`src/sv/triggered_waveform_averager_defines.svh`:
```
// Assertion macros shared by the averager modules.
`ifndef TRIGGERED_WAVEFORM_AVERAGER_DEFINES_SVH
`define TRIGGERED_WAVEFORM_AVERAGER_DEFINES_SVH

// The condition must hold at every clock edge outside reset.
`define TWA_ALWAYS(name, cond, msg) \
  name: assert property (@(posedge clk) disable iff (rst) (cond)) else $error(msg);

// The antecedent at one edge implies the consequent at the next edge.
`define TWA_NEXT(name, ante, cons, msg) \
  name: assert property (@(posedge clk) disable iff (rst) (ante) |=> (cons)) else $error(msg);

`endif

```
`src/sv/twa_pkg.sv`:
```
`default_nettype none
package twa_pkg;

  localparam int SUM_W    = 24;
  localparam int POS_W    = 15;
  localparam int ADDR_MAX_W = 16;
  localparam int OUT_W    = 26;
  localparam int OUTPOS_W = 14;
  localparam int CODE_W   = 8;

  localparam logic [9:0] MV_TO_UV  = 10'd1000;
  localparam logic [6:0] FULL_CODE = 7'd127;
  localparam logic signed [50:0] OUT_LIMIT = 51'sd21000000;

  localparam logic [1:0] REG_KEPT   = 2'd0;
  localparam logic [1:0] REG_COUNT  = 2'd1;
  localparam logic [1:0] REG_RANGE  = 2'd2;
  localparam logic [1:0] REG_OFFSET = 2'd3;

  typedef enum logic [1:0] {
    OP_ACC,
    OP_EMIT,
    OP_CLEAR
  } op_t;

  typedef struct packed {
    op_t                     op;
    logic [ADDR_MAX_W-1:0]   addr;
    logic signed [CODE_W-1:0] code;
    logic                    wend;
  } twa_cmd_t;

  typedef struct packed {
    logic               clearing;
    logic               idle;
  } twa_status_t;

  typedef struct packed {
    logic [14:0]        kept;
    logic [15:0]        count;
    logic [13:0]        range_mv;
    logic signed [7:0]  offset_pct;
  } twa_cfg_t;

endpackage
`default_nettype wire

```
`src/sv/twa_front.sv`:
```
`default_nettype none
module twa_front
  import twa_pkg::*;
#(
  parameter int MAX_KEPT = 16384,
  parameter int SEGMENT_QUANTUM = 4096
) (
  input  wire logic        clk,
  input  wire logic        rst,
  input  wire twa_cfg_t    cfg,
  input  wire twa_status_t status,
  input  wire logic        in_valid,
  output logic             in_ready,
  input  wire logic [CODE_W-1:0] in_code,
  input  wire logic        full,
  output logic             push,
  output twa_cmd_t         push_cmd
);

  localparam int QW = (SEGMENT_QUANTUM > 1) ? $clog2(SEGMENT_QUANTUM) : 1;
  localparam logic [QW-1:0] QMAX = QW'(SEGMENT_QUANTUM - 1);
  localparam logic [16:0] MAXK = 17'(MAX_KEPT);

  logic [POS_W-1:0] pos;
  logic [QW-1:0]    qcnt;
  logic [15:0]      done;

  logic [16:0]      kept_eff;
  logic [15:0]      n_eff;
  logic [16:0]      pos1;
  logic [16:0]      base;
  logic             seg_end;
  logic             last_seg;
  logic             take;

  always_comb begin
    if (cfg.kept == '0) kept_eff = 17'd1;
    else if ({2'b0, cfg.kept} > MAXK) kept_eff = MAXK;
    else kept_eff = {2'b0, cfg.kept};
    n_eff    = (cfg.count == '0) ? 16'd1 : cfg.count;
    pos1     = {2'b0, pos} + 17'd1;
    base     = {2'b0, pos} - 17'(qcnt);
    seg_end  = (qcnt == QMAX) ? (kept_eff <= pos1) : (kept_eff <= base);
    last_seg = ({1'b0, done} + 17'd1) >= {1'b0, n_eff};
  end

  assign in_ready = !status.clearing && !full;
  assign take     = in_valid && in_ready;

  always_comb begin
    push_cmd.addr = ADDR_MAX_W'(pos);
    push_cmd.code = in_code;
    push_cmd.wend = (pos1 == kept_eff);
    push_cmd.op   = OP_ACC;
    push          = 1'b0;
    if ({2'b0, pos} < kept_eff) begin
      push_cmd.op = last_seg ? OP_EMIT : OP_ACC;
      push        = take;
    end else if (last_seg && ({2'b0, pos} < MAXK)) begin
      push_cmd.op = OP_CLEAR;
      push        = take;
    end
  end

  always_ff @(posedge clk) begin
    if (rst) begin
      pos  <= '0;
      qcnt <= '0;
      done <= '0;
    end else if (take) begin
      if (seg_end) begin
        pos  <= '0;
        qcnt <= '0;
        done <= last_seg ? 16'd0 : done + 16'd1;
      end else begin
        pos  <= pos1[POS_W-1:0];
        qcnt <= (qcnt == QMAX) ? '0 : qcnt + QW'(1);
      end
    end
  end

endmodule
`default_nettype wire

```
`config.mk`:
```
export PLATFORM = sky130hd
export DESIGN_NAME = twa_front
export DESIGN_NICKNAME = d
export VERILOG_FILES = /design/src/sv/triggered_waveform_averager_defines.svh /design/src/sv/twa_pkg.sv /design/src/sv/twa_front.sv
export SDC_FILE = /design/constraint.sdc
export NUM_CORES = 1
export LEC_CHECK = 0
export ABC_AREA = 1
export BUFFER_PORTS_ARGS = -buffer_cell sky130_fd_sc_hd__buf_2
export CAP_MARGIN = 0
export CORE_MARGIN = 2
export CORE_UTILIZATION = 39
export DETAILED_ROUTE_END_ITERATION = 16
export SYNTH_ARGS = -nofsm -noshare
export SYNTH_HDL_FRONTEND = slang
export SYNTH_SLANG_ARGS = --single-unit
```
`constraint.sdc`:
```
create_clock -name clk -period 3.8 [get_ports clk]
set_clock_uncertainty 0.05 [all_clocks]
set_input_delay 0.76 -clock clk [delete_from_list [all_inputs] [get_ports clk]]
set_output_delay 0.76 -clock clk [all_outputs]
set_load 0.005 [all_outputs]
```
==> impl_metrics.py <==
metrics = {
    "logic_synthesis": {
        "syn_area_per_cell_sq_um": 6.392,
        "synth.largest_area_cell": "ha_1",
        "ys_seq_area_share_pct": 17.03,
        "yosysWarningCount": 0,
        "synth-edff-count": 0,
        "syn_nets": 935,
        "synthMostInstantiatedCell": "nand2_1",
        "synth_area_leaders": "ha_1 (19%), dfxtp_1 (17%), nand2_1 (13%), inv_1 (8.8%), nor2_1 (8.3%)",
        "synthDominantCellAreaShare_pct": 18.81,
        "syn_inst": 791,
        "ys_types": 42,
        "ys_seq_elements": 43,
        "ys.flop_type": "dfxtp_1",
        "netlist_area_sq_mm": 0.005056,
        "async_flop_share_pct": 0,
        "synth_commonest_cells": "nand2_1 (180), inv_1 (118), nor2_1 (112)",
    },
    "grt": {
        "grt_antenna_before_repair": 0,
        "grt_pass1_wl_um": 23140,
        "grt_pass1_vias": 4883,
        "grt_max_degree": 23,
        "overflow": 0,
        "grt_use_total_pct": 20.12,
    },
    "placed_design": {
        "dp_hpwl_um": 10510,
        "numPortBuffers": 55,
        "finalWeightedCongestion": 0.9263,
        "placed_area_sq_mm": 0.005788,
    },
    "die": {
        "die_area_sq_mm": 0.01389,
        "die_y_um": 117.9,
        "core_area_sq_mm": 0.01262,
        "die_x_um": 117.9,
        "rows": 41,
        "pin_count": 96,
        "initial_core_util_pct": 40.07,
    },
    "critical_path": {
        "worst-path-max-fanout": 5,
        "rrSetupSlack_ns": 0.39,
        "reg2reg_from": "qcnt[2]",
        "cp.depth": 16,
        "crit_chain": "buf_6 > inv_4 > nand4_1 > nor3_2 > nand3_1 > nand2_2 > buf_6 > nand2_4 > ha_4 > nand4_1 > inv_1 > nand4_1 > o311ai_1 > buf_4 > and3_1 > buf_2",
        "slowest_delay_ns": 0.30,
        "r2r_end": "done[4]",
        "worstPathArrival_ns": 3.05,
        "worstSetupStartpointType": "input port",
        "crit_type": "input port to primary output",
        "worst_r2r_path_depth": 22,
        "critical-path-slowest-cell": "o311ai_1",
        "path_delay_family": "simple AND/OR/NAND/NOR gates",
        "path_common_cell": "nand4_1",
        "crit_path_start": "cfg[50]",
        "crit_path_end": "push_cmd[26]",
        "crit_required_ns": 2.99,
        "end_kind": "primary output",
        "worst-path-buf-inv": 6,
    },
    "pwr": {
        "peakVddDrop_v": 0.0001312,
        "p_sw_share_pct": 32.38,
        "seqPwrFrac_pct": 37.0,
        "p_int_uw": 858.2,
        "p_per_area_mw_per_mm2": 199.2,
        "clkPwrFrac_pct": 33.8,
        "p_switching_uw": 411.0,
        "power_mw": 1.269,
        "leakagePower_nw": 3.244,
        "pwr-share-comb_pct": 29.2,
    },
    "route": {
        "antenna_left": 0,
        "drt_iter0_markers": 299,
        "routedWlPerCell_um": 12.53,
        "first_pass_iters": 4,
        "via_per_inst": 4.773,
        "wl_um": 13360,
        "route.detailed.drc": 0,
        "vias": 5088,
    },
    "timing": {
        "rsz0062_at_grt": "yes",
        "setup_viol": 2,
        "relSlewSlack_pct": 54.70,
        "finalHoldViolCount": 0,
        "slew_violations": 0,
        "worstMarginPinSlew_ns": 0.6779,
        "worst_slack_ns": -0.05865,
        "setup_tns_ns": -0.07696,
        "max_freq_mhz": 259.2,
        "fin_crit_sh_pct": 101.5,
        "timing.hold.ws_ns": 0.4855,
        "fin_crit_ns": 3.859,
    },
    "clocking": {
        "h-tree-depth": 2,
        "clockBufferDepth": 2,
        "cts_sinks": 43,
        "numCtsBuffers": 5,
        "path_clk_slew_ns": 0.06,
        "root_buffer": "clkbuf_16",
        "clk_latency_ns": 0.29,
        "cts_tree": "built",
    },
    "status": {
        "violations": "setup timing",
        "status": "complete, but fails checks",
    },
    "finish": {
        "areaGrowthSynthToFinish_pct": 26.03,
        "layout-drive-gt1-share_pct": 24.05,
        "design_area_sq_mm": 0.006372,
        "layout.nets": 1037,
        "fin_util_pct": 50.50,
        "diodes": 0,
    },
    "worst_hold_path": {
        "min_path_type": "register to register",
    },
    "run": {
        "max-cap-violations": 0,
    },
}
==> layer usage <==
metal / up-vias / GRT usage (%) / share of wire, %
li1: 2732 / - / -
met1: 2242 / 28.14 / 50
met2: 102 / 32.41 / 44
met3: 12 / 2.955 / 4.4
met4: 0 / 5.120 / 1.2
met5: - / 0 / 0
==> cell families (layout without fill, tap and decap cells) <==
logic type / count (synthesis) / in the layout / share of synthesized area [%]
and+or+nand+nor: 392 / 392 / 34.55
buffers and inverters: 153 / 256 / 12.45
AOI/OAI and AO/OA: 81 / 81 / 9.082
adders and majority gates: 77 / 77 / 19.20
xor gates and xnor gates: 44 / 44 / 7.622
DFF: 43 / 43 / 17.03
other: 1 / 1 / 0.07417
==> worst register-to-register path: cells and delay by family (launching register included) <==
kind            cells  cell delay, ns
compound gates      3            0.47
xor+xnor            1            0.11
fa+ha+maj           2            0.63
buf+inv             3            0.37
flops               1            0.38
simple gates       13            1.32
==> how the worst min path moves through the flow <==
stage / end / cells after the start / slack, ns / from
global placement: qcnt[10] / 2 / 0.47 / qcnt[10]
detailed placement: qcnt[10] / 2 / 0.47 / qcnt[10]
CTS: qcnt[10] / 2 / 0.49 / qcnt[10]
global route: pos[1] / 2 / 0.52 / pos[1]
floorplan: qcnt[0] / 2 / 0.43 / qcnt[0]
finish: qcnt[10] / 2 / 0.49 / qcnt[10]
==> stage by stage <==
step,setup WS (ns),std cells
3_5_place_dp,-0.2599,1044
4_1_cts,-0.06792,1063
2_1_floorplan,0.2785,791
6_report,-0.05865,1066
3_3_place_gp,-0.2410,1044
5_1_grt,-0.2074,1066
==> state kept, by name (all words and copies together) (netlist names) <==
register	cells
pos	15
done	16
qcnt	12
==> timing repair <==
action | 4_1_cts | 5_1_grt
setup buffers | 10 | 3
cloned | 1 | 0
setup endpoints to repair | 3 | 39
pin swaps | 20 | 20
resized for setup | 37 | 41
hold buffers | 0 | 0
==> power by group through the flow <==
stage          Combinational, mW  Sequential (mW)  Clock (mW)
5_1_grt                    0.428            0.470       0.461
3_3_place_gp               0.332            0.478           0
3_5_place_dp               0.334            0.478           0
6_report                   0.371            0.469       0.429
2_1_floorplan              0.233            0.477           0
4_1_cts                    0.357            0.468       0.444
==> layout by cell type, fill, tap and decap left out, drive strengths merged <==
cell type    n
a31oi        2
nor4         8
o21bai       3
clkbuf       6
a21o         2
nand2      191
nand3b       2
o21ai       15
a221oi       1
ha          76
a41o         1
nand3       34
a21oi       50
nand4       26
a211oi       3
nor3        14
xor2        37
nor2       116
clkinv       3
xnor2        7
o311ai       1
buf        122
dfxtp       43
inv        124
o31ai        1
and3         1
o21a         2
fa           1
conb         1
clkinvlp     1
==> area by class of cell <==
type / count / area [sq um]
clock buffer: 6 / 128.9
clock inverter: 2 / 12.51
fill: 1295 / 6247
inverter: 126 / 480.5
multi-input combinational: 595 / 3855
sequential: 43 / 865.8
tap: 172 / 215.2
timing repair buffer: 122 / 814.5
No activity file was read; power rests on OpenSTA's default activity.
