File: src/sv/triggered_waveform_averager_defines.svh
// Assertion macros shared by the averager modules.
`ifndef TRIGGERED_WAVEFORM_AVERAGER_DEFINES_SVH
`define TRIGGERED_WAVEFORM_AVERAGER_DEFINES_SVH

// The condition must hold at every clock edge outside reset.
`define TWA_ALWAYS(name, cond, msg) \
  name: assert property (@(posedge clk) disable iff (rst) (cond)) else $error(msg);

// The antecedent at one edge implies the consequent at the next edge.
`define TWA_NEXT(name, ante, cons, msg) \
  name: assert property (@(posedge clk) disable iff (rst) (ante) |=> (cons)) else $error(msg);

`endif

File: src/sv/twa_pkg.sv
`default_nettype none
package twa_pkg;

  localparam int SUM_W    = 24;
  localparam int POS_W    = 15;
  localparam int ADDR_MAX_W = 16;
  localparam int OUT_W    = 26;
  localparam int OUTPOS_W = 14;
  localparam int CODE_W   = 8;

  localparam logic [9:0] MV_TO_UV  = 10'd1000;
  localparam logic [6:0] FULL_CODE = 7'd127;
  localparam logic signed [50:0] OUT_LIMIT = 51'sd21000000;

  localparam logic [1:0] REG_KEPT   = 2'd0;
  localparam logic [1:0] REG_COUNT  = 2'd1;
  localparam logic [1:0] REG_RANGE  = 2'd2;
  localparam logic [1:0] REG_OFFSET = 2'd3;

  typedef enum logic [1:0] {
    OP_ACC,
    OP_EMIT,
    OP_CLEAR
  } op_t;

  typedef struct packed {
    op_t                     op;
    logic [ADDR_MAX_W-1:0]   addr;
    logic signed [CODE_W-1:0] code;
    logic                    wend;
  } twa_cmd_t;

  typedef struct packed {
    logic               clearing;
    logic               idle;
  } twa_status_t;

  typedef struct packed {
    logic [14:0]        kept;
    logic [15:0]        count;
    logic [13:0]        range_mv;
    logic signed [7:0]  offset_pct;
  } twa_cfg_t;

endpackage
`default_nettype wire

File: src/sv/twa_queue.sv
`default_nettype none
`include "triggered_waveform_averager_defines.svh"
module twa_queue
  import twa_pkg::*;
(
  input  wire logic     clk,
  input  wire logic     rst,
  input  wire logic     push,
  input  wire twa_cmd_t push_cmd,
  output logic          full,
  input  wire logic     pop,
  output twa_cmd_t      head,
  output logic          empty
);

  twa_cmd_t   slots [4];
  logic [1:0] wr_ptr;
  logic [1:0] rd_ptr;
  logic [2:0] fill;

  assign full  = (fill == 3'd4);
  assign empty = (fill == 3'd0);
  assign head  = slots[rd_ptr];

  always_ff @(posedge clk) begin
    if (push) begin
      slots[wr_ptr] <= push_cmd;
    end
    if (rst) begin
      wr_ptr <= '0;
      rd_ptr <= '0;
      fill   <= '0;
    end else begin
      if (push) wr_ptr <= wr_ptr + 2'd1;
      if (pop)  rd_ptr <= rd_ptr + 2'd1;
      fill <= fill + {2'b0, push} - {2'b0, pop};
    end
  end

  `TWA_ALWAYS(a_no_overflow, !(push && full), "queue written while full")
  `TWA_ALWAYS(a_no_underflow, !(pop && empty), "queue read while empty")
  `TWA_NEXT(a_fill_up, push && !pop, fill == $past(fill) + 3'd1, "fill count lost a push")

endmodule
`default_nettype wire

File: config.mk
export PLATFORM = sky130hd
export DESIGN_NAME = twa_queue
export DESIGN_NICKNAME = d
export VERILOG_FILES = /design/src/sv/twa_pkg.sv /design/src/sv/twa_queue.sv
export VERILOG_INCLUDE_DIRS = /design/src /design/src/sv
export SDC_FILE = /design/constraint.sdc
export NUM_CORES = 1
export LEC_CHECK = 0
export CAP_MARGIN = 20
export CORE_MARGIN = 10
export CORE_UTILIZATION = 53
export CTS_BUF_LIST = sky130_fd_sc_hd__clkbuf_4
export DETAILED_ROUTE_END_ITERATION = 6
export DONT_BUFFER_PORTS = 1
export PLACE_DENSITY = 0.75
export SYNTH_ARGS = -nofsm -noshare
export SYNTH_HDL_FRONTEND = slang
export SYNTH_SLANG_ARGS = --single-unit
export TNS_END_PERCENT = 100
File: constraint.sdc
create_clock -name clk -period 1.9 [get_ports clk]
set_input_delay 0.285 -clock clk [delete_from_list [all_inputs] [get_ports clk]]
set_output_delay 0.285 -clock clk [all_outputs]
set_load 0.1 [all_outputs]
==> reports/results.ini, run 1 <==
[status]
outcome = finished with violations
violated_checks = setup timing

[grt]
grt_max_degree = 22
antenna_found_initial = 0
grt_first_pass_wirelength_um = 12690
grt_overflow_total = 0
via_count_of_the_first_global_routing_pass = 2309
track_usage_pct = 13.36

[setup_path]
crit_required_ns = 1.62
crit_path_end_kind = primary output
crit_fanout = 15
timing.reg2reg.worst_path_depth = 7
timing.rr.end = fill[2]
r2r_setup_slack_ns = 0.19
timing.critical_path.cells = buf_12 -> mux4_2 -> buf_12
startpoint_type = flop
reg2reg_from = fill[0]
cp.arrival_ns = 1.80
criticalPathCategory = reg2out
path_common_cell = sky130_fd_sc_hd__buf_12
slowest_cp_cell = sky130_fd_sc_hd__mux4_2
crit_path_max_incr_delay_ns = 0.57

[yosys]
synthMostInstantiatedCell = sky130_fd_sc_hd__edfxtp_1
syn-num-nets = 221
yosysTopAreaCell = sky130_fd_sc_hd__edfxtp_1
synth-seq-area-share_pct = 78.10
synth-warning-count = 0
synth_common_cells = 108 x sky130_fd_sc_hd__edfxtp_1, 20 x sky130_fd_sc_hd__mux4_2, 9 x sky130_fd_sc_hd__dfxtp_1, 7 x sky130_fd_sc_hd__mux4_1
synth_area_um2 = 4383
ys.flop_type = sky130_fd_sc_hd__edfxtp_1
synth.lib_cells_used.distinct = 21
synth_enable_flop_cells = 108
synth_area_leaders = sky130_fd_sc_hd__edfxtp_1 74%, sky130_fd_sc_hd__mux4_2 10%, sky130_fd_sc_hd__mux4_1 4.2%
synth.ff_latch_count = 117
ys_async_rst_share_pct = 0
top_area_cell_type_share_of_the_netlist_area_pct = 73.99
synthesized_area_per_cell_um2 = 23.95
synth_cells = 183

[routing]
wl_per_cell_um = 20.44
initialDrtViolationCount = 129
dr.pass1.iters = 5
wl_um = 7871
avgViaCountPerCell = 5.270
drcViolationCount = 0
drt.antenna.violating_nets = 0
vias = 2029

[clock_network]
ctsHtreeMaxLevel = 4
cts_sinks = 117
cts_made_buffers = 17
worst_setup_hold_path_clk_slew_ns = 0.11
tritoncts_clock_tree = yes
number_of_buffers_between_clock_root_and_the_deepest_sink = 2
clockRootBuffer = sky130_fd_sc_hd__clkbuf_4
clk-insertion-delay-late_ns = 0.47

[floorplan]
io-pin-count = 60
die_area_um2 = 12310
die_width_um = 110.9
std_cell_rows = 33
die_h_um = 110.9
core_area_um2 = 8134
starting_utilization_of_the_core_area_pct = 53.88

[hold_path]
depth_of_the_worst_hold_timing_path = 2
min-delay-start = push
hp-class = in2reg
min_delay_endpoint = slots[3][20]

[sta]
min_period_over_period_pct = 109.6
clock_skew_ns = 0.008206
final-hold-violation-count = 0
final.min_clock_period_ns = 2.082
worst_slew_pin_slew_ns = 0.4157
finalSetupTns_ns = -4.259
grt_setup_unrepaired = yes
finalSetupViolCount = 27
worst_slew_margin_rel_pct = 72.29
fin_ws_ns = -0.1817
fmaxAchievable_mhz = 480.4
timing_max_transition_violations_final = 0

[finish]
seq_area_um2 = 3427
diodes = 0
layout.filler_cells = 459
core_utilization_of_the_finished_layout_pct = 70.74
multi_input_comb_area_um2 = 855.8
post-route-cell-area_um2 = 5754
layout-drive-gt1-share_pct = 36.07
nNetsFinal = 305
syn2layout_area_growth_pct = 31.29

[pwr]
total_power_uw = 6669
cellLeakagePower_uw = 0.001979
power.density_nw_per_um2 = 1159
worst_ir_drop_vdd_mv = 0.8767

[placement]
dpl-instance-area_um2 = 5136
buffer_ports.inserted = 0
pre_cts_slack_ns = 0.2139
detailed_place_hpwl_um = 5407
placer_congestion = 0.6912

[job]
drv.max_cap_violation_count = 0

## cell type report
| class | count | area share, % |
|---|---|---|
| Multi-Input combinational cell | 54 | 14.87 |
| Timing Repair Buffer | 71 | 17.13 |
| Sequential cell | 117 | 59.56 |
| Tap cell | 105 | 2.283 |
| Clock buffer | 17 | 2.218 |
| Inverter | 6 | 0.3914 |
| Clock inverter | 15 | 3.544 |
## cell families (layout without fill, tap and decap cells)
| kind of cell | count (synthesis) | count (layout) | share of synthesized area (%) |
|---|---|---|---|
| compound gates | 2 | 2 | 0.3425 |
| fa+ha+maj | 7 | 7 | 2.170 |
| mux | 28 | 28 | 14.70 |
| flops | 117 | 117 | 78.10 |
| xor+xnor | 3 | 3 | 0.9421 |
| simple gates | 14 | 14 | 1.713 |
| buf+inv | 12 | 109 | 2.027 |
## worst max-delay path: cells and delay by family (launching register included)
family	cells	cell delay [ns]
multiplexers	1	0.57
flip-flops	1	0.39
buffers and inverters	2	0.36
## flip-flops by register name, indices dropped and copies added, names as in the netlist, named ones only
name    flops
slots     108
fill        3
wr_ptr      2
rd_ptr      2
## layout by cell type, fill, tap and decap left out
cell	instances
sky130_fd_sc_hd__edfxtp_1	108
sky130_fd_sc_hd__dlygate4sd3_1	31
sky130_fd_sc_hd__buf_12	30
sky130_fd_sc_hd__mux4_2	27
sky130_fd_sc_hd__clkbuf_4	17
sky130_fd_sc_hd__buf_4	10
sky130_fd_sc_hd__dfxtp_1	8
sky130_fd_sc_hd__inv_1	6
sky130_fd_sc_hd__ha_1	6
sky130_fd_sc_hd__nor2_1	5
sky130_fd_sc_hd__and2_1	4
sky130_fd_sc_hd__clkinv_4	4
sky130_fd_sc_hd__bufinv_16	4
sky130_fd_sc_hd__clkinvlp_4	3
sky130_fd_sc_hd__nor2b_1	2
sky130_fd_sc_hd__xnor2_1	2
sky130_fd_sc_hd__inv_6	2
sky130_fd_sc_hd__nor3_4	1
sky130_fd_sc_hd__and3_1	1
sky130_fd_sc_hd__a21bo_2	1
sky130_fd_sc_hd__nand3b_1	1
sky130_fd_sc_hd__a21oi_1	1
sky130_fd_sc_hd__mux2i_1	1
sky130_fd_sc_hd__xor3_1	1
sky130_fd_sc_hd__fa_1	1
sky130_fd_sc_hd__dfxtp_4	1
sky130_fd_sc_hd__clkinv_2	1
sky130_fd_sc_hd__clkinv_1	1
## how the worst max path moves through the flow
| stage | start | end | slack (ns) | cells after the start |
|---|---|---|---|---|
| 2_1_floorplan | fill[1] | empty | 0.08 | 1 |
| 4_1_cts | flop | head[10] | -0.26 | 3 |
| 3_3_place_gp | flop | head[0] | 0.25 | 3 |
| 5_1_grt | flop | head[10] | -0.29 | 3 |
| 3_5_place_dp | fill[0] | fill[2] | 0.21 | 7 |
| 6_report | flop | head[10] | -0.18 | 3 |
## report_power, final
group / leakage, µW / switching, µW / internal, µW
combinational: 0.000746 / 1060 / 625
sequential: 0.00107 / 62.5 / 2950
clock: 0.000166 / 911 / 1050
## stage by stage
step / hold WS (ns) / instances
2_1_floorplan: 0.3566 / 183
3_3_place_gp: 0.3590 / 322
3_5_place_dp: 0.3571 / 322
4_1_cts: 0.1622 / 385
5_1_grt: 0.1753 / 385
6_report: 0.2116 / 385
## metal layers
metal	GRT usage (%)	wire (µm)	up-vias
li1	-	-	932
met2	23.27	4347	53
met1	14.49	3044	1039
met4	4.427	53	0
met3	5.249	426	5
met5	0	0	-
## timing repair
item | 4_1_cts | 5_1_grt
gates resized for setup | 8 | 0
setup endpoints to repair | 27 | 27
buffers inserted | 0 | 0
cloned | 0 | 0
hold buffers | 31 | 0
endpoints found under the hold margin | 117 | 0
Note: power is estimated with default switching activity, not from simulation.
==> run 2: changes to the inputs <==
--- a/config.mk
+++ b/config.mk
@@ -6,13 +6,14 @@
 export SDC_FILE = /design/constraint.sdc
 export NUM_CORES = 1
 export LEC_CHECK = 0
+export ABC_AREA = 1
 export CAP_MARGIN = 20
 export CORE_MARGIN = 10
 export CORE_UTILIZATION = 53
 export CTS_BUF_LIST = sky130_fd_sc_hd__clkbuf_4
 export DETAILED_ROUTE_END_ITERATION = 6
 export DONT_BUFFER_PORTS = 1
-export PLACE_DENSITY = 0.75
+export PLACE_DENSITY = 0.7
 export SYNTH_ARGS = -nofsm -noshare
 export SYNTH_HDL_FRONTEND = slang
 export SYNTH_SLANG_ARGS = --single-unit
==> reports/results.ini, run 2 <==
[finish]
largest_register_ffs = 108  ; unchanged
regMostFlops = slots  ; unchanged
core_utilization_of_the_finished_layout_pct = 71.54  ; was 70.74%
syn2layout_area_growth_pct = 31.04  ; was 31.29%
diodes = 0  ; unchanged
nNetsFinal = 487  ; was 305
layout-drive-gt1-share_pct = 26.20  ; was 36.07%
largestRegisters = slots: 108 flops, fill: 3 flops  ; unchanged
most_used_cells_in_the_layout_excluding_fill_and_tap_cells = 108 x sky130_fd_sc_hd__edfxtp_1, 70 x sky130_fd_sc_hd__inv_1, 55 x sky130_fd_sc_hd__nand2_1  ; was 108 x sky130_fd_sc_hd__edfxtp_1, 31 x sky130_fd_sc_hd__dlygate4sd3_1, 30 x sky130_fd_sc_hd__buf_12
layout.filler_cells = 562  ; was 459
layout.cells.most_common = sky130_fd_sc_hd__edfxtp_1  ; unchanged

[sta]
timing_max_transition_violations_final = 0  ; unchanged
final-hold-violation-count = 0  ; unchanged
worst_slew_pin_slew_ns = 0.3564  ; was 0.4157 ns
grt_setup_unrepaired = yes  ; unchanged
worst_slew_margin_rel_pct = 76.21  ; was 72.29%
worst_hold_slack_ns = 0.04242  ; was 0.2116 ns
finalSetupTns_ns = -0.7511  ; was -4.259 ns
clock_skew_ns = 0.007052  ; was 0.008206 ns
final.min_clock_period_ns = 1.969  ; was 2.082 ns
min_period_over_period_pct = 103.6  ; was 109.6%
fmaxAchievable_mhz = 508.0  ; was 480.4 MHz
fin_ws_ns = -0.06868  ; was -0.1817 ns
finalSetupViolCount = 26  ; was 27

[floorplan]
core_area_um2 = 8763  ; was 8134 µm²
die_width_um = 115.0  ; was 110.9 µm
starting_utilization_of_the_core_area_pct = 54.60  ; was 53.88%
std_cell_rows = 34  ; was 33
die_area_um2 = 13230  ; was 12310 µm²
die_h_um = 115.0  ; was 110.9 µm
io-pin-count = 60  ; unchanged

[job]
drv.max_cap_violation_count = 0  ; unchanged

[placement]
detailed_place_hpwl_um = 5654  ; was 5407 µm
placer_congestion = 0.7222  ; was 0.6912
buffer_ports.inserted = 0  ; unchanged

[hold_path]
hp-class = in2reg  ; unchanged

[pwr]
worst_ir_drop_vdd_mv = 0.5477  ; was 0.8767 mV
total_power_uw = 6104  ; was 6669 µW
cellLeakagePower_uw = 0.002439  ; was 0.001979 µW
power.density_nw_per_um2 = 973.6  ; was 1159 nW/µm²

[setup_path]
criticalPathCategory = reg2out  ; unchanged
crit_required_ns = 1.62  ; about the same
startpoint_type = flop  ; unchanged
cp.arrival_ns = 1.68  ; was 1.80 ns
crit_fanout = 6  ; was 15
crit_path_end_kind = primary output  ; unchanged

[clock_network]
cts_made_buffers = 17  ; unchanged
ctsHtreeMaxLevel = 4  ; unchanged
tritoncts_clock_tree = yes  ; unchanged
clk-insertion-delay-late_ns = 0.48  ; was 0.47 ns
clockRootBuffer = sky130_fd_sc_hd__clkbuf_4  ; unchanged
number_of_buffers_between_clock_root_and_the_deepest_sink = 2  ; unchanged
cts_sinks = 117  ; unchanged
worst_setup_hold_path_clk_slew_ns = 0.09  ; was 0.11 ns

[routing]
initialDrtViolationCount = 153  ; was 129
wl_um = 9222  ; was 7871 µm
avgViaCountPerCell = 5.178  ; was 5.270
drcViolationCount = 0  ; unchanged
vias = 2931  ; was 2029
wl_per_cell_um = 16.29  ; was 20.44 µm
dr.pass1.iters = 4  ; was 5
drt.antenna.violating_nets = 0  ; unchanged

[yosys]
synth.ff_latch_count = 117  ; unchanged
synth_area_um2 = 4785  ; was 4383 µm²
synth.lib_cells_used.distinct = 18  ; was 21
synthMostInstantiatedCell = sky130_fd_sc_hd__edfxtp_1  ; unchanged
synth_enable_flop_cells = 108  ; unchanged
ys_async_rst_share_pct = 0  ; unchanged
top_area_cell_type_share_of_the_netlist_area_pct = 67.78  ; was 73.99%
synth-seq-area-share_pct = 71.55  ; was 78.10%
synth_cells = 371  ; was 183
ys.flop_type = sky130_fd_sc_hd__edfxtp_1  ; unchanged
synth_area_leaders = sky130_fd_sc_hd__edfxtp_1 68%, sky130_fd_sc_hd__inv_1 5.5%, sky130_fd_sc_hd__o211ai_2 5.2%  ; was sky130_fd_sc_hd__edfxtp_1 74%, sky130_fd_sc_hd__mux4_2 10%, sky130_fd_sc_hd__mux4_1 4.2%
synth_common_cells = 108 x sky130_fd_sc_hd__edfxtp_1, 70 x sky130_fd_sc_hd__inv_1, 62 x sky130_fd_sc_hd__nand2_1, 33 x sky130_fd_sc_hd__a21oi_1, 31 x sky130_fd_sc_hd__o21ai_0  ; was 108 x sky130_fd_sc_hd__edfxtp_1, 20 x sky130_fd_sc_hd__mux4_2, 9 x sky130_fd_sc_hd__dfxtp_1, 7 x sky130_fd_sc_hd__mux4_1
synthesized_area_per_cell_um2 = 12.90  ; was 23.95 µm²
syn-num-nets = 409  ; was 221
synth-warning-count = 0  ; unchanged
yosysTopAreaCell = sky130_fd_sc_hd__edfxtp_1  ; unchanged

[status]
outcome = finished with violations  ; unchanged
violated_checks = setup timing  ; unchanged

[grt]
grt_overflow_total = 0  ; unchanged
track_usage_pct = 14.33  ; was 13.36%
antenna_found_initial = 0  ; unchanged
grt_max_degree = 28  ; was 22
grt_first_pass_wirelength_um = 14680  ; was 12690 µm
via_count_of_the_first_global_routing_pass = 3001  ; was 2309

run 2: path summary, 6_finish.rpt:
path | startpoint | to | slack (ns) | depth (start not counted)
worst min register to register | rd_ptr[0] | flop | 0.48 | 1
worst max-delay path | flop | head[0] | -0.07 | 6
worst max register to register | fill[0] | fill[2] | 0.24 | 7
worst min-delay path | pop | rd_ptr[0] | 0.04 | 2
run 2: worst max-delay path, cell delays in order, from the launching register on:
cell                      delay [ns]
sky130_fd_sc_hd__dfxtp_4        0.37
sky130_fd_sc_hd__buf_6          0.14
sky130_fd_sc_hd__buf_4          0.15
sky130_fd_sc_hd__a21oi_2        0.13
sky130_fd_sc_hd__o21ai_1        0.08
sky130_fd_sc_hd__nand2_1        0.14
sky130_fd_sc_hd__buf_12         0.19
run 2: kinds of logic after synthesis:
kind of cell,synth area share [%]
AO/OA/AOI/OAI,13.02
buffers and inverters,8.054
flip-flops,71.55
AND/OR/NAND/NOR,5.387
adder cells (fa/ha/maj),1.987
run 2: routing by layer:
metal | track usage (%) | share of wire (%) | routed length [µm]
met1 | 15.84 | 38 | 3501
met2 | 24.62 | 53 | 4855
met3 | 5.260 | 8.0 | 738
met4 | 5.528 | 1.4 | 125
met5 | 0 | 0 | 0
run 2: area by class of cell:
class | count | area, µm² | share of cell area, %
multi-input cells | 166 | 1101 | 17.56
clock buffers | 18 | 135.1 | 2.155
inverters | 70 | 262.8 | 4.191
well taps | 108 | 135.1 | 2.155
repair buffers | 77 | 1136 | 18.12
flip-flops and latches | 117 | 3431 | 54.72
clock inverters | 10 | 68.82 | 1.098
run 2: through the flow:
stage,setup WS [ns],cells,cell area (µm²)
floorplan,0.08181,371,4792
global placement,0.3224,502,5562
detailed placement,0.2789,502,5562
CTS,-0.08567,563,6142
global route,-0.1597,566,6270
finish,-0.06868,566,6270
run 2: repair_timing:
item | CTS | global route
endpoints found under the setup margin | 27 | 27
hold buffers | 30 | 0
resized for setup | 31 | 28
endpoints found under the hold margin | 117 | 0
gates cloned | 0 | 1
setup buffers | 3 | 2
pin swaps | 4 | 15
run 2: where the power goes:
part	internal (µW)	switching [µW]
clock network	603	787
registers	2940	60.8
logic	579	1140
==> run 3: changes to the inputs <==
--- a/config.mk
+++ b/config.mk
@@ -13,7 +13,7 @@
 export CTS_BUF_LIST = sky130_fd_sc_hd__clkbuf_4
 export DETAILED_ROUTE_END_ITERATION = 6
 export DONT_BUFFER_PORTS = 1
-export PLACE_DENSITY = 0.7
+export PLACE_DENSITY = 0.74
 export SYNTH_ARGS = -nofsm -noshare
 export SYNTH_HDL_FRONTEND = slang
 export SYNTH_SLANG_ARGS = --single-unit
==> reports/results.ini, run 3 (synthesis gave the netlist of run 2 again) <==
[finish]
largestRegisters = slots: 108 flops, fill: 3 flops  ; unchanged
most_used_cells_in_the_layout_excluding_fill_and_tap_cells = 108 x sky130_fd_sc_hd__edfxtp_1, 70 x sky130_fd_sc_hd__inv_1, 53 x sky130_fd_sc_hd__nand2_1  ; was 108 x sky130_fd_sc_hd__edfxtp_1, 70 x sky130_fd_sc_hd__inv_1, 55 x sky130_fd_sc_hd__nand2_1
syn2layout_area_growth_pct = 34.54  ; was 31.04%
regMostFlops = slots  ; unchanged
nNetsFinal = 494  ; was 487
layout.cells.most_common = sky130_fd_sc_hd__edfxtp_1  ; unchanged
largest_register_ffs = 108  ; unchanged
layout-drive-gt1-share_pct = 30.28  ; was 26.20%
core_utilization_of_the_finished_layout_pct = 73.46  ; was 71.54%
diodes = 0  ; unchanged

[status]
outcome = finished with violations  ; unchanged
violated_checks = setup timing  ; unchanged

[clock_network]
number_of_buffers_between_clock_root_and_the_deepest_sink = 2  ; unchanged
cts_sinks = 117  ; unchanged
clk-insertion-delay-late_ns = 0.48  ; about the same
ctsHtreeMaxLevel = 4  ; unchanged
tritoncts_clock_tree = yes  ; unchanged
worst_setup_hold_path_clk_slew_ns = 0.09  ; about the same
clockRootBuffer = sky130_fd_sc_hd__clkbuf_4  ; unchanged
cts_made_buffers = 17  ; unchanged

[routing]
wl_um = 10070  ; was 9222 µm
initialDrtViolationCount = 123  ; was 153
drcViolationCount = 0  ; unchanged
wl_per_cell_um = 17.46  ; was 16.29 µm
drt.antenna.violating_nets = 0  ; unchanged
dr.pass1.iters = 4  ; unchanged
avgViaCountPerCell = 5.203  ; was 5.178
vias = 3002  ; was 2931

[grt]
track_usage_pct = 15.12  ; was 14.33%
via_count_of_the_first_global_routing_pass = 3095  ; was 3001
grt_max_degree = 25  ; was 28
grt_overflow_total = 0  ; unchanged
antenna_found_initial = 0  ; unchanged
grt_first_pass_wirelength_um = 15500  ; was 14680 µm

[floorplan]
die_width_um = 115.0  ; unchanged
die_area_um2 = 13230  ; unchanged
die_h_um = 115.0  ; unchanged
starting_utilization_of_the_core_area_pct = 54.60  ; unchanged
std_cell_rows = 34  ; unchanged
io-pin-count = 60  ; unchanged
core_area_um2 = 8763  ; unchanged

[sta]
worst_slew_margin_rel_pct = 76.97  ; was 76.21%
worst_hold_slack_ns = 0.04163  ; was 0.04242 ns
grt_setup_unrepaired = yes  ; unchanged
worst_slew_pin_slew_ns = 0.3450  ; was 0.3564 ns
fmaxAchievable_mhz = 506.6  ; was 508.0 MHz
fin_ws_ns = -0.07409  ; was -0.06868 ns
final-hold-violation-count = 0  ; unchanged
final.min_clock_period_ns = 1.974  ; was 1.969 ns
clock_skew_ns = 0.01082  ; was 0.007052 ns
finalSetupViolCount = 16  ; was 26
timing_max_transition_violations_final = 0  ; unchanged
min_period_over_period_pct = 103.9  ; was 103.6%

[pwr]
power.density_nw_per_um2 = 978.6  ; was 973.6 nW/µm²
cellInternalPower_uw = 4217  ; was 4120 µW
switchingPower_uw = 2083  ; was 1985 µW
power.share.clock_pct = 24.2  ; was 22.8%
pwr-share-seq_pct = 47.6  ; was 49.1%
worst_ir_drop_vdd_mv = 0.6334  ; was 0.5477 mV
cellLeakagePower_uw = 0.002515  ; was 0.002439 µW
power_switching_share_pct = 33.06  ; was 32.51%
power.combinational.fraction_pct = 28.1  ; about the same

[placement]
detailed_place_hpwl_um = 5808  ; was 5654 µm
buffer_ports.inserted = 0  ; unchanged
placer_congestion = 0.7366  ; was 0.7222
pre_cts_slack_ns = 0.2891  ; was 0.2789 ns

[job]
drv.max_cap_violation_count = 0  ; unchanged

[setup_path]
cp.arrival_ns = 1.69  ; was 1.68 ns
criticalPathCategory = reg2out  ; unchanged
crit_fanout = 11  ; was 6
startpoint_type = flop  ; unchanged
crit_path_end_kind = primary output  ; unchanged
crit_required_ns = 1.62  ; about the same

[hold_path]
hp-class = in2reg  ; unchanged

run 3: cell type report:
cell class	instances	area, µm²
clock inverters	12	88.84
multi-input cells	166	1134
inverters	70	262.8
well taps	108	135.1
repair buffers	84	1236
clock buffers	20	150.1
flip-flops and latches	117	3431
fillers	540	2326
run 3: power groups by stage:
stage                     Clock [µW]  Sequential [µW]  Combinational, µW
after floorplan                    0             3030               1050
after global placement             0             3060               1520
after detailed placement           0             3070               1550
after CTS                       1560             3000               1670
after global routing            1690             3010               1860
final                           1530             3000               1770
run 3: metal layers:
metal / share of wire (%) / global-route usage (%) / vias up
li1: - / - / 1454
met5: 0 / 0 / -
met4: 1.3 / 5.776 / 0
met3: 5.2 / 5.469 / 13
met2: 53 / 25.23 / 63
met1: 41 / 17.44 / 1472
run 3: final timing paths:
check	startpoint	to	slack [ns]	cells after the start
max reg2reg	fill[0]	fill[1]	0.28	7
min reg2reg	rd_ptr[0]	flop	0.49	1
max	flop	head[11]	-0.07	6
min	pop	rd_ptr[0]	0.04	2
run 3: repair_timing:
action,in CTS,in global routing
hold buffers,30,0
pin swaps,1,37
endpoints found under the hold margin,117,0
gates resized for setup,23,48
buffers inserted,3,2
endpoints found under the setup margin,27,27
cloned,1,4
run 3: per-stage QoR:
stage | cells | TNS [ns] | power (µW) | area [µm²]
floorplan | 371 | 0 | 4080 | 4792
detailed placement | 505 | 0 | 4619 | 5534
global route | 577 | -3.375 | 6559 | 6437
finish | 577 | -0.5464 | 6300 | 6437
global placement | 505 | 0 | 4583 | 5534
CTS | 571 | -0.9330 | 6231 | 6165
run 3: worst max-delay path, stage by stage (launching register included):
cell                      delay, ns
sky130_fd_sc_hd__dfxtp_4       0.40
sky130_fd_sc_hd__buf_12        0.15
sky130_fd_sc_hd__buf_12        0.14
sky130_fd_sc_hd__a21oi_1       0.13
sky130_fd_sc_hd__o21ai_1       0.08
sky130_fd_sc_hd__nand2_1       0.12
sky130_fd_sc_hd__buf_12        0.18
